<file path="src/design/bpc_pkg.sv">
// ----------------------------------------------------------------------------
// bpc_pkg
// Shared types and codes for the button press classifier.
// ----------------------------------------------------------------------------
package bpc_pkg;

    // Opcodes carried by an input word.
    localparam logic [1:0] OP_POLL_PRESS  = 2'd0;
    localparam logic [1:0] OP_POLL_TOGGLE = 2'd1;
    localparam logic [1:0] OP_PRIME       = 2'd2;
    localparam logic [1:0] OP_RESET_PRESS = 2'd3;

    // Press kinds reported on the output.
    localparam logic [2:0] KIND_SINGLE = 3'd0;
    localparam logic [2:0] KIND_DOUBLE = 3'd1;
    localparam logic [2:0] KIND_LONG   = 3'd2;
    localparam logic [2:0] KIND_CLOSED = 3'd3;
    localparam logic [2:0] KIND_OPEN   = 3'd4;

    // Configuration register indexes.
    localparam logic [2:0] CFG_SINGLE_TIME = 3'd0;
    localparam logic [2:0] CFG_LONG_TIME   = 3'd1;
    localparam logic [2:0] CFG_DOUBLE_TIME = 3'd2;
    localparam logic [2:0] CFG_TOGGLE_TIME = 3'd3;
    localparam logic [2:0] CFG_ACTIVE_LOW  = 3'd4;

    typedef struct packed {
        logic [1:0]  opcode;
        logic [31:0] now_ms;
        logic        level;
    } in_word_t;

    typedef struct packed {
        logic       fired;
        logic [2:0] press_kind;
    } out_word_t;

    // Requests from a state machine to the shared registers in the top level.
    typedef struct packed {
        logic       fired;
        logic       kind_we;
        logic [2:0] kind;
        logic       alarm_we;
    } fsm_upd_t;

endpackage

</file>
<file path="src/design/button_press_classifier_core.sv">
// ----------------------------------------------------------------------------
// button_press_classifier_core
// Classifies a sampled pushbutton level into single, double and long presses
// and a debounced closed/open toggle.
//
// Each input word carries an opcode, the current time in milliseconds and the
// raw pin level, and produces exactly one output word holding the event flag
// and the current press kind. Opcode poll press runs the press machine, poll
// toggle runs the toggle machine, prime check moves a held press to primed,
// and reset press returns the press machine to idle. Alarm times are sums of
// the time and a configured delay, wrapping modulo 2^TIME_WIDTH, and an alarm
// has passed when the time is strictly greater, compared unsigned. The press
// and toggle machines share one alarm register. The block is a two-stage
// pipeline: an input register, then one pass of compare and add logic that
// updates the state and loads the output register. A word can be accepted in
// every cycle while the output side does not stall. Its output word is
// registered in the output register and held there until taken; throughput
// is one word per cycle when the output side does not stall. Configuration
// writes are always ready and should only be issued while no word is in
// flight.
// ----------------------------------------------------------------------------
module button_press_classifier_core #(
    parameter int TIME_WIDTH = 32
) (
    input  logic               clk,
    input  logic               rst_n,
    input  logic               in_valid,
    output logic               in_stall,
    input  bpc_pkg::in_word_t  in_word,
    output logic               out_valid,
    input  logic               out_stall,
    output bpc_pkg::out_word_t out_word,
    input  logic               cfg_valid,
    output logic               cfg_ready,
    input  logic [2:0]         cfg_index,
    input  logic [15:0]        cfg_data
);

    // Configuration registers.
    logic [15:0] single_time_reg;
    logic [15:0] long_time_reg;
    logic [15:0] double_time_reg;
    logic [15:0] toggle_time_reg;
    logic        active_low_reg;

    // Input stage.
    logic              s1_valid_reg;
    bpc_pkg::in_word_t s1_word_reg;

    // Output stage.
    logic               out_valid_reg;
    bpc_pkg::out_word_t out_word_reg;

    // Shared state.
    logic [TIME_WIDTH-1:0] single_alarm_reg, single_alarm_next;
    logic [2:0]            kind_reg, kind_next;

    logic                  advance;
    logic                  step;
    logic [TIME_WIDTH-1:0] t;
    logic                  pressed;
    bpc_pkg::fsm_upd_t     press_upd, toggle_upd;
    logic [TIME_WIDTH-1:0] press_alarm, toggle_alarm;

    assign cfg_ready = 1'b1;

    // The output register frees up when it is empty or being taken.
    assign advance  = !out_valid_reg || !out_stall;
    assign step     = s1_valid_reg && advance;
    assign in_stall = s1_valid_reg && !advance;

    assign out_valid = out_valid_reg;
    assign out_word  = out_word_reg;

    // Time is taken modulo 2^TIME_WIDTH; the polarity register decides which
    // level counts as pressed.
    assign t       = TIME_WIDTH'(s1_word_reg.now_ms);
    assign pressed = s1_word_reg.level ^ active_low_reg;

    bpc_press_fsm #(
        .TIME_WIDTH (TIME_WIDTH)
    ) u_press (
        .clk          (clk),
        .rst_n        (rst_n),
        .step         (step),
        .op           (s1_word_reg.opcode),
        .t            (t),
        .pressed      (pressed),
        .single_time  (single_time_reg),
        .long_time    (long_time_reg),
        .double_time  (double_time_reg),
        .single_alarm (single_alarm_reg),
        .upd          (press_upd),
        .alarm_value  (press_alarm)
    );

    bpc_toggle_fsm #(
        .TIME_WIDTH (TIME_WIDTH)
    ) u_toggle (
        .clk          (clk),
        .rst_n        (rst_n),
        .step         (step),
        .op           (s1_word_reg.opcode),
        .t            (t),
        .pressed      (pressed),
        .toggle_time  (toggle_time_reg),
        .single_alarm (single_alarm_reg),
        .upd          (toggle_upd),
        .alarm_value  (toggle_alarm)
    );

    // Only one machine runs per word, so at most one of them writes the shared
    // alarm and kind registers.
    always_comb
    begin
        single_alarm_next = single_alarm_reg;
        kind_next         = kind_reg;
        if (press_upd.alarm_we)
        begin
            single_alarm_next = press_alarm;
        end
        else if (toggle_upd.alarm_we)
        begin
            single_alarm_next = toggle_alarm;
        end
        if (press_upd.kind_we)
        begin
            kind_next = press_upd.kind;
        end
        else if (toggle_upd.kind_we)
        begin
            kind_next = toggle_upd.kind;
        end
    end

    always_ff @(posedge clk or negedge rst_n)
    begin
        if (!rst_n)
        begin
            single_time_reg <= 16'd5;
            long_time_reg   <= 16'd2000;
            double_time_reg <= 16'd200;
            toggle_time_reg <= 16'd5;
            active_low_reg  <= 1'b1;
        end
        else if (cfg_valid && cfg_ready)
        begin
            case (cfg_index)
                bpc_pkg::CFG_SINGLE_TIME: single_time_reg <= cfg_data;
                bpc_pkg::CFG_LONG_TIME:   long_time_reg   <= cfg_data;
                bpc_pkg::CFG_DOUBLE_TIME: double_time_reg <= cfg_data;
                bpc_pkg::CFG_TOGGLE_TIME: toggle_time_reg <= cfg_data;
                bpc_pkg::CFG_ACTIVE_LOW:  active_low_reg  <= cfg_data[0];
                default:                  active_low_reg  <= active_low_reg;
            endcase
        end
    end

    // Input stage: load a new word whenever the stage is empty or moving on.
    always_ff @(posedge clk or negedge rst_n)
    begin
        if (!rst_n)
        begin
            s1_valid_reg <= 1'b0;
        end
        else if (!in_stall)
        begin
            s1_valid_reg <= in_valid;
        end
    end

    always_ff @(posedge clk)
    begin
        if (in_valid && !in_stall)
        begin
            s1_word_reg <= in_word;
        end
    end

    // State update and output stage.
    always_ff @(posedge clk or negedge rst_n)
    begin
        if (!rst_n)
        begin
            out_valid_reg    <= 1'b0;
            single_alarm_reg <= '0;
            kind_reg         <= bpc_pkg::KIND_OPEN;
        end
        else
        begin
            if (advance)
            begin
                out_valid_reg <= s1_valid_reg;
            end
            if (step)
            begin
                single_alarm_reg <= single_alarm_next;
                kind_reg         <= kind_next;
            end
        end
    end

    always_ff @(posedge clk)
    begin
        if (step)
        begin
            out_word_reg.fired      <= press_upd.fired | toggle_upd.fired;
            out_word_reg.press_kind <= kind_next;
        end
    end

    // The two machines never act on the same word.
    a_one_machine: assert property (@(posedge clk) disable iff (!rst_n)
        !(press_upd.fired && toggle_upd.fired)) else $error("both machines fired");

    a_one_alarm_writer: assert property (@(posedge clk) disable iff (!rst_n)
        !(press_upd.alarm_we && toggle_upd.alarm_we)) else $error("alarm write clash");

    // Stalling the input only happens while a word waits in the input stage.
    a_stall_has_word: assert property (@(posedge clk) disable iff (!rst_n)
        in_stall |-> s1_valid_reg) else $error("input stalled with empty stage");

    // The reported kind is always a defined code.
    a_kind_range: assert property (@(posedge clk) disable iff (!rst_n)
        out_valid |-> (out_word.press_kind <= bpc_pkg::KIND_OPEN))
        else $error("undefined press kind");

endmodule

</file>
<file path="src/design/bpc_press_fsm.sv">
// ----------------------------------------------------------------------------
// bpc_press_fsm
// Single, double and long press state machine with its own alarm registers.
// ----------------------------------------------------------------------------
module bpc_press_fsm #(
    parameter int TIME_WIDTH = 32
) (
    input  logic                  clk,
    input  logic                  rst_n,
    input  logic                  step,
    input  logic [1:0]            op,
    input  logic [TIME_WIDTH-1:0] t,
    input  logic                  pressed,
    input  logic [15:0]           single_time,
    input  logic [15:0]           long_time,
    input  logic [15:0]           double_time,
    input  logic [TIME_WIDTH-1:0] single_alarm,
    output bpc_pkg::fsm_upd_t     upd,
    output logic [TIME_WIDTH-1:0] alarm_value
);

    typedef enum logic [2:0] {
        ST_IDLE   = 3'd0,
        ST_HELD   = 3'd1,
        ST_PRIMED = 3'd2,
        ST_LONG   = 3'd3,
        ST_SECOND = 3'd4,
        ST_DONE   = 3'd5
    } press_state_t;

    press_state_t          state_reg, state_next;
    logic                  pending_reg, pending_next;
    logic [TIME_WIDTH-1:0] double_alarm_reg, double_alarm_next;
    logic [TIME_WIDTH-1:0] long_alarm_reg, long_alarm_next;
    logic [16:0]           window_sum;
    logic                  past_single, past_double, past_long;

    assign window_sum  = {1'b0, single_time} + {1'b0, double_time};
    assign past_single = t > single_alarm;
    assign past_double = t > double_alarm_reg;
    assign past_long   = t > long_alarm_reg;
    assign alarm_value = t + TIME_WIDTH'(single_time);

    always_comb
    begin
        state_next        = state_reg;
        pending_next      = pending_reg;
        double_alarm_next = double_alarm_reg;
        long_alarm_next   = long_alarm_reg;
        upd               = '0;
        upd.kind          = bpc_pkg::KIND_SINGLE;
        case (op)
            bpc_pkg::OP_POLL_PRESS:
            begin
                case (state_reg)
                    ST_IDLE:
                    begin
                        if (pending_reg && past_double)
                        begin
                            pending_next = 1'b0;
                            upd.fired    = 1'b1;
                            upd.kind_we  = 1'b1;
                            upd.kind     = bpc_pkg::KIND_SINGLE;
                        end
                        else if (pressed)
                        begin
                            upd.alarm_we = 1'b1;
                            if (!pending_reg)
                            begin
                                state_next        = ST_HELD;
                                double_alarm_next = t + TIME_WIDTH'(window_sum);
                                long_alarm_next   = t + TIME_WIDTH'(long_time);
                            end
                            else
                            begin
                                state_next = ST_SECOND;
                            end
                        end
                    end
                    ST_HELD, ST_PRIMED:
                    begin
                        if (!pressed)
                        begin
                            state_next = ST_IDLE;
                            if (past_single)
                            begin
                                pending_next = 1'b1;
                            end
                        end
                        else if (past_long)
                        begin
                            long_alarm_next = t + TIME_WIDTH'(long_time);
                            state_next      = ST_LONG;
                            upd.fired       = 1'b1;
                            upd.kind_we     = 1'b1;
                            upd.kind        = bpc_pkg::KIND_LONG;
                        end
                    end
                    ST_LONG:
                    begin
                        if (!pressed)
                        begin
                            state_next = ST_IDLE;
                        end
                        else if (past_long)
                        begin
                            long_alarm_next = t + TIME_WIDTH'(long_time);
                            upd.fired       = 1'b1;
                            upd.kind_we     = 1'b1;
                            upd.kind        = bpc_pkg::KIND_LONG;
                        end
                    end
                    ST_SECOND:
                    begin
                        if (!pressed)
                        begin
                            state_next = ST_IDLE;
                        end
                        else if (past_single)
                        begin
                            state_next   = ST_DONE;
                            pending_next = 1'b0;
                            upd.fired    = 1'b1;
                            upd.kind_we  = 1'b1;
                            upd.kind     = bpc_pkg::KIND_DOUBLE;
                        end
                    end
                    ST_DONE:
                    begin
                        if (!pressed)
                        begin
                            state_next = ST_IDLE;
                        end
                    end
                    default:
                    begin
                        state_next = state_reg;
                    end
                endcase
            end
            bpc_pkg::OP_PRIME:
            begin
                if (past_single && state_reg == ST_HELD)
                begin
                    state_next = ST_PRIMED;
                    upd.fired  = 1'b1;
                end
            end
            bpc_pkg::OP_RESET_PRESS:
            begin
                state_next = ST_IDLE;
            end
            default:
            begin
                state_next = state_reg;
            end
        endcase
    end

    always_ff @(posedge clk or negedge rst_n)
    begin
        if (!rst_n)
        begin
            state_reg        <= ST_IDLE;
            pending_reg      <= 1'b0;
            double_alarm_reg <= '0;
            long_alarm_reg   <= '0;
        end
        else if (step)
        begin
            state_reg        <= state_next;
            pending_reg      <= pending_next;
            double_alarm_reg <= double_alarm_next;
            long_alarm_reg   <= long_alarm_next;
        end
    end

endmodule

</file>
<file path="src/design/bpc_toggle_fsm.sv">
// ----------------------------------------------------------------------------
// bpc_toggle_fsm
// Debounced closed/open toggle state machine.
// ----------------------------------------------------------------------------
module bpc_toggle_fsm #(
    parameter int TIME_WIDTH = 32
) (
    input  logic                  clk,
    input  logic                  rst_n,
    input  logic                  step,
    input  logic [1:0]            op,
    input  logic [TIME_WIDTH-1:0] t,
    input  logic                  pressed,
    input  logic [15:0]           toggle_time,
    input  logic [TIME_WIDTH-1:0] single_alarm,
    output bpc_pkg::fsm_upd_t     upd,
    output logic [TIME_WIDTH-1:0] alarm_value
);

    typedef enum logic [1:0] {
        ST_OPEN    = 2'd0,
        ST_CLOSING = 2'd1,
        ST_CLOSED  = 2'd2
    } toggle_state_t;

    toggle_state_t state_reg, state_next;

    assign alarm_value = t + TIME_WIDTH'(toggle_time);

    always_comb
    begin
        state_next = state_reg;
        upd        = '0;
        upd.kind   = bpc_pkg::KIND_OPEN;
        if (op == bpc_pkg::OP_POLL_TOGGLE)
        begin
            case (state_reg)
                ST_OPEN:
                begin
                    if (pressed)
                    begin
                        upd.alarm_we = 1'b1;
                        state_next   = ST_CLOSING;
                    end
                end
                ST_CLOSING:
                begin
                    if (!pressed)
                    begin
                        state_next = ST_OPEN;
                    end
                    else if (t > single_alarm)
                    begin
                        state_next  = ST_CLOSED;
                        upd.fired   = 1'b1;
                        upd.kind_we = 1'b1;
                        upd.kind    = bpc_pkg::KIND_CLOSED;
                    end
                end
                ST_CLOSED:
                begin
                    if (!pressed)
                    begin
                        state_next  = ST_OPEN;
                        upd.fired   = 1'b1;
                        upd.kind_we = 1'b1;
                        upd.kind    = bpc_pkg::KIND_OPEN;
                    end
                end
                default:
                begin
                    state_next = state_reg;
                end
            endcase
        end
    end

    always_ff @(posedge clk or negedge rst_n)
    begin
        if (!rst_n)
        begin
            state_reg <= ST_OPEN;
        end
        else if (step)
        begin
            state_reg <= state_next;
        end
    end

endmodule
</file>
<file path="config.mk">
export PLATFORM = sky130hd
export DESIGN_NAME = button_press_classifier_core
export DESIGN_NICKNAME = d
export VERILOG_FILES = /design/src/design/bpc_pkg.sv /design/src/design/button_press_classifier_core.sv /design/src/design/bpc_press_fsm.sv /design/src/design/bpc_toggle_fsm.sv
export SDC_FILE = /design/constraint.sdc
export NUM_CORES = 1
export LEC_CHECK = 0
export BUFFER_PORTS_ARGS = -buffer_cell sky130_fd_sc_hd__buf_2
export CORE_ASPECT_RATIO = 0.5
export CORE_MARGIN = 4
export CORE_UTILIZATION = 55
export CTS_CLUSTER_SIZE = 12
export DETAILED_ROUTE_END_ITERATION = 8
export GPL_TIMING_DRIVEN = 0
export PLACE_DENSITY = 0.7
export SETUP_SLACK_MARGIN = 0.05
export SYNTH_ARGS = -nofsm -noshare
export SYNTH_HDL_FRONTEND = slang
export SYNTH_HIERARCHICAL = 1
export SYNTH_SLANG_ARGS = --single-unit
export TNS_END_PERCENT = 50
</file>
<file path="constraint.sdc">
create_clock -name clk -period 3.6 [get_ports clk]
set_input_delay 0.18 -clock clk [delete_from_list [all_inputs] [get_ports clk]]
set_output_delay 0.18 -clock clk [all_outputs]
set_load 0.005 [all_outputs]
</file>
==> results of run 1 <==
[power by group through the flow]
stage	sequential, mW	combinational, mW	clock, mW
2_1_floorplan	3.64	4.48	0
3_3_place_gp	3.83	5.66	0
3_5_place_dp	3.85	5.78	0
4_1_cts	3.78	6.01	2.31
5_1_grt	3.85	7.03	2.42
6_report	3.77	6.29	2.26
[worst max-delay path, stage by stage, from the launching register on]
cell	delay [ps]
dfstp_2	550
ha_1	190
inv_1	70
fa_2	370
nor2b_1	110
o21ai_0	130
a21boi_2	270
o2111ai_2	190
a211o_1	380
nand3_4	140
nand4_1	160
xnor2_2	220
mux2_2	300
mux2_2	260
[layout by cell type (no fill, tap or decap), types with 52 or more instances in the layout]
| cell | n |
|---|---|
| ha_1 | 195 |
| inv_1 | 169 |
| nand2_1 | 163 |
| dfrtp_1 | 157 |
| mux2_2 | 128 |
| a21oi_1 | 99 |
| o21ai_0 | 97 |
| buf_2 | 79 |
| buf_4 | 66 |
| xnor2_1 | 64 |
| nor2_1 | 60 |
| dlygate4sd3_1 | 55 |
| nand3_1 | 52 |
[path summary, 6_finish.rpt]
kind	end	startpoint	slack, ps	depth (start not counted)
setup / recovery	single_alarm_reg[26]	single_time_reg[0]	140	13
hold reg to reg	kind_reg[0]	kind_reg[0]	470	2
max in group asynchronous	single_alarm_reg[19]	rst_n	2490	3
hold / removal	active_low_reg	cfg_index[1]	110	3
min in group asynchronous	double_time_reg[2]	rst_n	190	2
setup reg to reg	single_alarm_reg[26]	single_time_reg[0]	140	13
[cells by family (layout without fill, tap and decap cells)]
group	Yosys count	in the layout
adders and majority gates	217	217
xor gates and xnor gates	96	96
other	2	2
muxes	141	141
and+or+nand+nor	477	477
buffers and inverters	226	445
DFF	211	211
AOI/OAI and AO/OA	370	370
[layout make-up]
| cell class | instances | area (µm²) |
|---|---|---|
| Buffer | 56 | 350.3 |
| Clock buffer | 37 | 679.4 |
| Clock inverter | 1 | 5.005 |
| Fill cell | 2405 | 9973 |
| Inverter | 170 | 638.1 |
| Multi-Input combinational cell | 1303 | 10380 |
| Sequential cell | 211 | 5494 |
| Tap cell | 391 | 489.2 |
| Timing Repair Buffer | 181 | 1386 |
[routing by layer]
metal  vias to the layer above  GRT usage  share of wire
li1                       6654          -              -
met1                      6605     0.3957           0.47
met2                       372     0.4183           0.44
met3                        57    0.05086          0.076
met4                         2    0.06089          0.022
met5                         -          0        0.00044
[repair_timing]
action,4_1_cts,5_1_grt
hold buffers,55,0
hold endpoints to repair,169,0
gates resized for setup,19,29
endpoints found under the setup margin,61,59
pin swaps,4,9
setup buffers,28,32
[through the flow]
| step | util | std cells | hold WS (ps) | setup TNS (ps) |
|---|---|---|---|---|
| after CTS | 0.6484 | 2318 | 91.71 | 0 |
| after global routing | 0.6608 | 2350 | 108.3 | 0 |
| after detailed placement | 0.5964 | 2197 | 186.1 | -37130 |
| after global placement | 0.5941 | 2195 | 355.9 | -119600 |
| after floorplan | - | 1740 | -115.6 | 0 |
| final | 0.6608 | 2350 | 109.3 | 0 |
==> run summary, run 1 <==
Sw Pwr = 5.042 mW
status = completed
later-pin clock latency in the skew report = 530 ps
clk slew on worst S/H paths = 60 ps
nets = 2220
full die area = 33300 µm²
Max Buffers Root-to-Sink = 3
Die Ht = 131.1 µm
GRT Residual Overflow = 0
Mapped Cells = 1740
Adder-Cell Fraction of Synth Area = 0.1719
Total Power = 12.32 mW
Leak Pwr = 8.725 nW
# H-tree levels = 1
Crit Path Category = reg2reg
Tmin final = 3459 ps
final setup violation count = 0
HP Class = in2reg
Synthesis Warnings = 6
area share of the largest cell type after synthesis = 0.2359
CTS Root Cell = clkbuf_16
combinational fraction of design power = 0.511
antenna cells = 0
Final Cycle Share = 0.9608
initial drt markers = 983
top post-synthesis cells by area = dfrtp_1 24%, ha_1 15%, mux2_2 8.7%
ANT nets after route = 0
GP Congestion = 0.9590
initial antenna violation count = 1
synth unique cells = 96
CTS tree = done
total track usage = 0.2695
Commonest cells post-synth = 196 x ha_1, 170 x inv_1, 163 x nand2_1, 157 x dfrtp_1, 128 x mux2_2
vias per cell = 5.826
post-synthesis xor/xnor area fraction = 0.05048
first-pass GRT wire length = 70190 µm
Clk pwr share = 0.184
Synth Flop Type = dfrtp_1
CP required = 4010 ps
DRT Wirelength = 45070 µm
largest net degree at the start of global routing = 102
Syn Area/Cell = 9.573 µm²
crit end category = flip-flop
Die W = 254.1 µm
vias in the first global route = 12770
Synth area leader = dfrtp_1
Worst Setup Start Kind = flip-flop
Max-cap violations = 0
f_max = 289.1 MHz
Pwr Density = 634.1 nW/µm²
CP max FO = 8
HPWL reported at the end of detailed placement = 33050 µm
# clock sinks = 211
VDD IR max = 0.4280 mV
Compound-Gate Fraction of Synth Area = 0.1438
Int Power = 7.276 mW
pre-CTS setup slack = -1015 ps
# DRC = 0
Starting Density = 0.5666
mux cell area share after synthesis = 0.09494
fin area = 19420 µm²
DR pass1 iterations = 6
Sw Share = 0.4093
CP arrival = 3870 ps
post-synthesis sequential area ratio = 0.3298
Placement Cell Area = 17530 µm²
Worst Slack Setup Final = 141.1 ps
FFs w/ async S/R, synth = 0.8152
Rel. slew slack = 0.3493
Num CTS Buffers = 22
Final Hold Fails = 0
share of layout cells above drive strength 1 = 0.2098
Post-synth EDFFs = 39
Sequential Power Share = 0.306
core area = 29400 µm²
largest family of logic cells by synthesized area = adder cells
vias = 13690
RSZ-0062 raised after global routing = yes
most frequent cell after synthesis = ha_1
Wirelength per Cell = 19.18 µm
num rows = 44
syn_nets = 2015
IO Count = 66
synth-to-layout area growth = 16.62%
synthesized cell area = 16660 µm²
Setup Skew = 16.67 ps
Synth Area in Simple Gates = 0.1499
IO buf count = 64
Worst Tran Pin Value = 976.0 ps
Max Slew Vio Count = 0
synthesized flop and latch total = 211
Power figures use the tool's default switching activity.
==> run 2, diff against run 1 <==
- PLACE_DENSITY: 0.7 -> 0.71
- SLEW_MARGIN: not set -> 0
- SYNTH_HIERARCHICAL: 1 -> not set
==> run 2 against run 1 <==
The run now ends with negative setup slack left; core utilization up 3.9 points; worst hold slack worse by 25 ps; clock skew up 6.9 ps; critical path type unchanged.
==> run summary, run 2 <==
Setup Skew = 23.54 ps (+6.873 ps)
clk slew on worst S/H paths = 60 ps (about the same)
synthesized flop and latch total = 211 (unchanged)
crit end category = flip-flop
Worst Slack Setup Final = -1455 ps (-1596 ps)
post-synthesis sequential area ratio = 0.3953 (+0.06551)
CP max FO = 5 (-3)
Die W = 232.8 µm (-8.4%)
CP arrival = 5440 ps (+1570 ps)
synth unique cells = 83 (-14%)
Wirelength per Cell = 20.10 µm (+4.8%)
Synth area leader = dfrtp_1
RSZ-0062 raised after global routing = yes
Total Power = 11.48 mW (-6.8%)
post-layout util = 0.6998 (+0.03904)
commonest non-fill, non-tap cell in the layout = dfrtp_1
DR pass1 iterations = 5 (-1)
first-pass GRT wire length = 62100 µm (-12%)
GRT Residual Overflow = 0 (unchanged)
vias = 11470 (-16%)
Worst Setup Start Kind = flip-flop
CP required = 3990 ps (-20 ps)
nets = 1838 (-17%)
Final Cycle Share = 1.404 (+0.4435)
vias in the first global route = 11460 (-10%)
synthesized cell area = 13900 µm² (-17%)
core area = 24420 µm² (-17%)
full die area = 28030 µm² (-16%)
Post-synth EDFFs = 39 (unchanged)
reg2reg setup slack = -1460 ps (-1600 ps)
fin area = 17090 µm² (-12%)
Starting Density = 0.5690 (+0.002399)
Tmin final = 5055 ps (+1596 ps)
Placement Cell Area = 14770 µm² (-16%)
number of cells after detailed placement = 1801 (-18%)
total track usage = 0.2811 (+0.01160)
vias per cell = 5.847 (+0.37%)
most frequent cells in the layout = 157 x dfrtp_1, 147 x nand2_1, 140 x ha_1, 121 x inv_1, 93 x o21ai_0
HPWL reported at the end of detailed placement = 27580 µm (-17%)
Die Ht = 120.4 µm (-8.1%)
# H-tree levels = 1 (unchanged)
Synth Flop Type = dfrtp_1
Max-cap violations = 0 (unchanged)
num rows = 40 (-9.1%)
Worst Tran Pin Value = 1202 ps (+226.0 ps)
Leak Pwr = 7.562 nW (-13%)
# DRC = 0 (unchanged)
Syn Area/Cell = 9.934 µm² (+3.8%)
Pwr Density = 671.6 nW/µm² (+5.9%)
Crit Path Category = reg2reg
Synthesis Warnings = 0 (-6)
FFs w/ async S/R, synth = 0.8152 (unchanged)
CTS tree = done
top post-synthesis cells by area = dfrtp_1 28%, ha_1 14%, edfxtp_1 8.4%
pre-CTS setup slack = -2398 ps (-1383 ps)
area share of the largest cell type after synthesis = 0.2827 (+0.04684)
status = finished with violations
failing checks = negative setup slack
Max Slew Vio Count = 0 (unchanged)
VDD IR max = 0.3973 mV (-7.2%)
hold_ws = 84.19 ps (-25.15 ps)
share of layout cells above drive strength 1 = 0.2283 (+0.01851)
most frequent cell after synthesis = dfrtp_1
HP Class = in2reg
antenna cells = 0 (unchanged)
Sum Neg Setup Slack = -35180 ps (-35180 ps)
Final Instance Count excl. Fillers = 1961 (-17%)
Mapped Cells = 1399 (-20%)
synth-to-layout area growth = 22.99%
Max Buffers Root-to-Sink = 3 (unchanged)
Final Hold Fails = 0 (unchanged)
largest net degree at the start of global routing = 89 (-13%)
final setup violation count = 36 (+36)
Num CTS Buffers = 22 (unchanged)
initial drt markers = 1021 (+3.9%)
f_max = 197.8 MHz (-32%)
initial antenna violation count = 0 (-1)
DRT Wirelength = 39410 µm (-13%)
Rel. slew slack = 0.1925 (-0.1568)
later-pin clock latency in the skew report = 530 ps (about the same)
ANT nets after route = 0 (unchanged)
syn_nets = 1628 (-19%)
# clock sinks = 211 (unchanged)
CTS Root Cell = clkbuf_16
IO Count = 66 (unchanged)
IO buf count = 64 (unchanged)
Commonest cells post-synth = 157 x dfrtp_1, 152 x nand2_1, 151 x ha_1, 122 x inv_1, 119 x o21ai_0
GP Congestion = 1.010 (+5.3%)
-- run 2: worst paths after layout --
| check | startpoint | to | cells past startpoint |
|---|---|---|---|
| worst max-delay path | t[31] | single_alarm_reg[27] | 22 |
| worst max register to register | t[31] | single_alarm_reg[27] | 22 |
| worst min-delay path | cfg_index[2] | active_low_reg | 3 |
| worst min register to register | u_press.double_alarm_reg[6] | u_press.double_alarm_reg[6] | 2 |
| max in group asynchronous | rst_n | u_press.double_alarm_reg[22] | 3 |
| min in group asynchronous | rst_n | double_time_reg[2] | 2 |
-- run 2: cell type report --
type | count | area (µm²)
buffer | 44 | 231.5
clock buffer | 37 | 626.9
clock inverter | 3 | 51.30
fill | 1866 | 7332
inverter | 123 | 461.7
multi-input combinational | 1021 | 8332
sequential | 211 | 5494
tap | 336 | 420.4
timing repair buffer | 186 | 1474
-- run 2: cell families after synthesis --
kind of cell	after synthesis	share of synthesized area
other	1	0.0002698
and+or+nand+nor	356	0.1223
xor gates and xnor gates	87	0.05483
muxes	89	0.07257
AOI/OAI and AO/OA	318	0.1426
adders and majority gates	170	0.1633
buffers and inverters	167	0.04880
DFF	211	0.3953
-- run 2: timing repair --
action,CTS,global route
hold buffers,55,0
gates resized for setup,69,63
endpoints found under the hold margin,180,0
endpoints found under the setup margin,70,81
setup buffers,41,23
cloned,1,0
pin swaps,53,51
-- run 2: critical path, stage by stage (launching register included) --
cell	delay, ps
edfxtp_1	520
ha_4	340
and4_4	210
nand4_1	90
buf_6	160
nor4_4	360
o31a_1	320
o311ai_4	140
nand3_4	200
buf_8	160
mux2_4	320
ha_4	290
buf_4	120
nand2_1	80
o211ai_1	100
buf_4	170
o21bai_4	70
o21ai_4	210
a41oi_4	220
a211o_4	450
nor2_4	150
xnor2_2	130
o21ai_1	70
-- run 2: where the power goes --
group	internal, mW	total, mW	switching, mW
registers	3.20	3.69	0.486
logic	2.49	5.55	3.06
clock network	1.26	2.24	0.978
total	6.95	11.5	4.53
-- run 2: routing by layer --
layer / global-route usage / up-vias / part of all wire / routed length [µm]
li1: - / 5362 / - / -
met2: 0.4396 / 359 / 0.46 / 17970
met5: 0 / - / 0 / 0
met1: 0.4105 / 5666 / 0.45 / 17760
met4: 0.06562 / 0 / 0.024 / 957
met3: 0.04920 / 79 / 0.069 / 2719
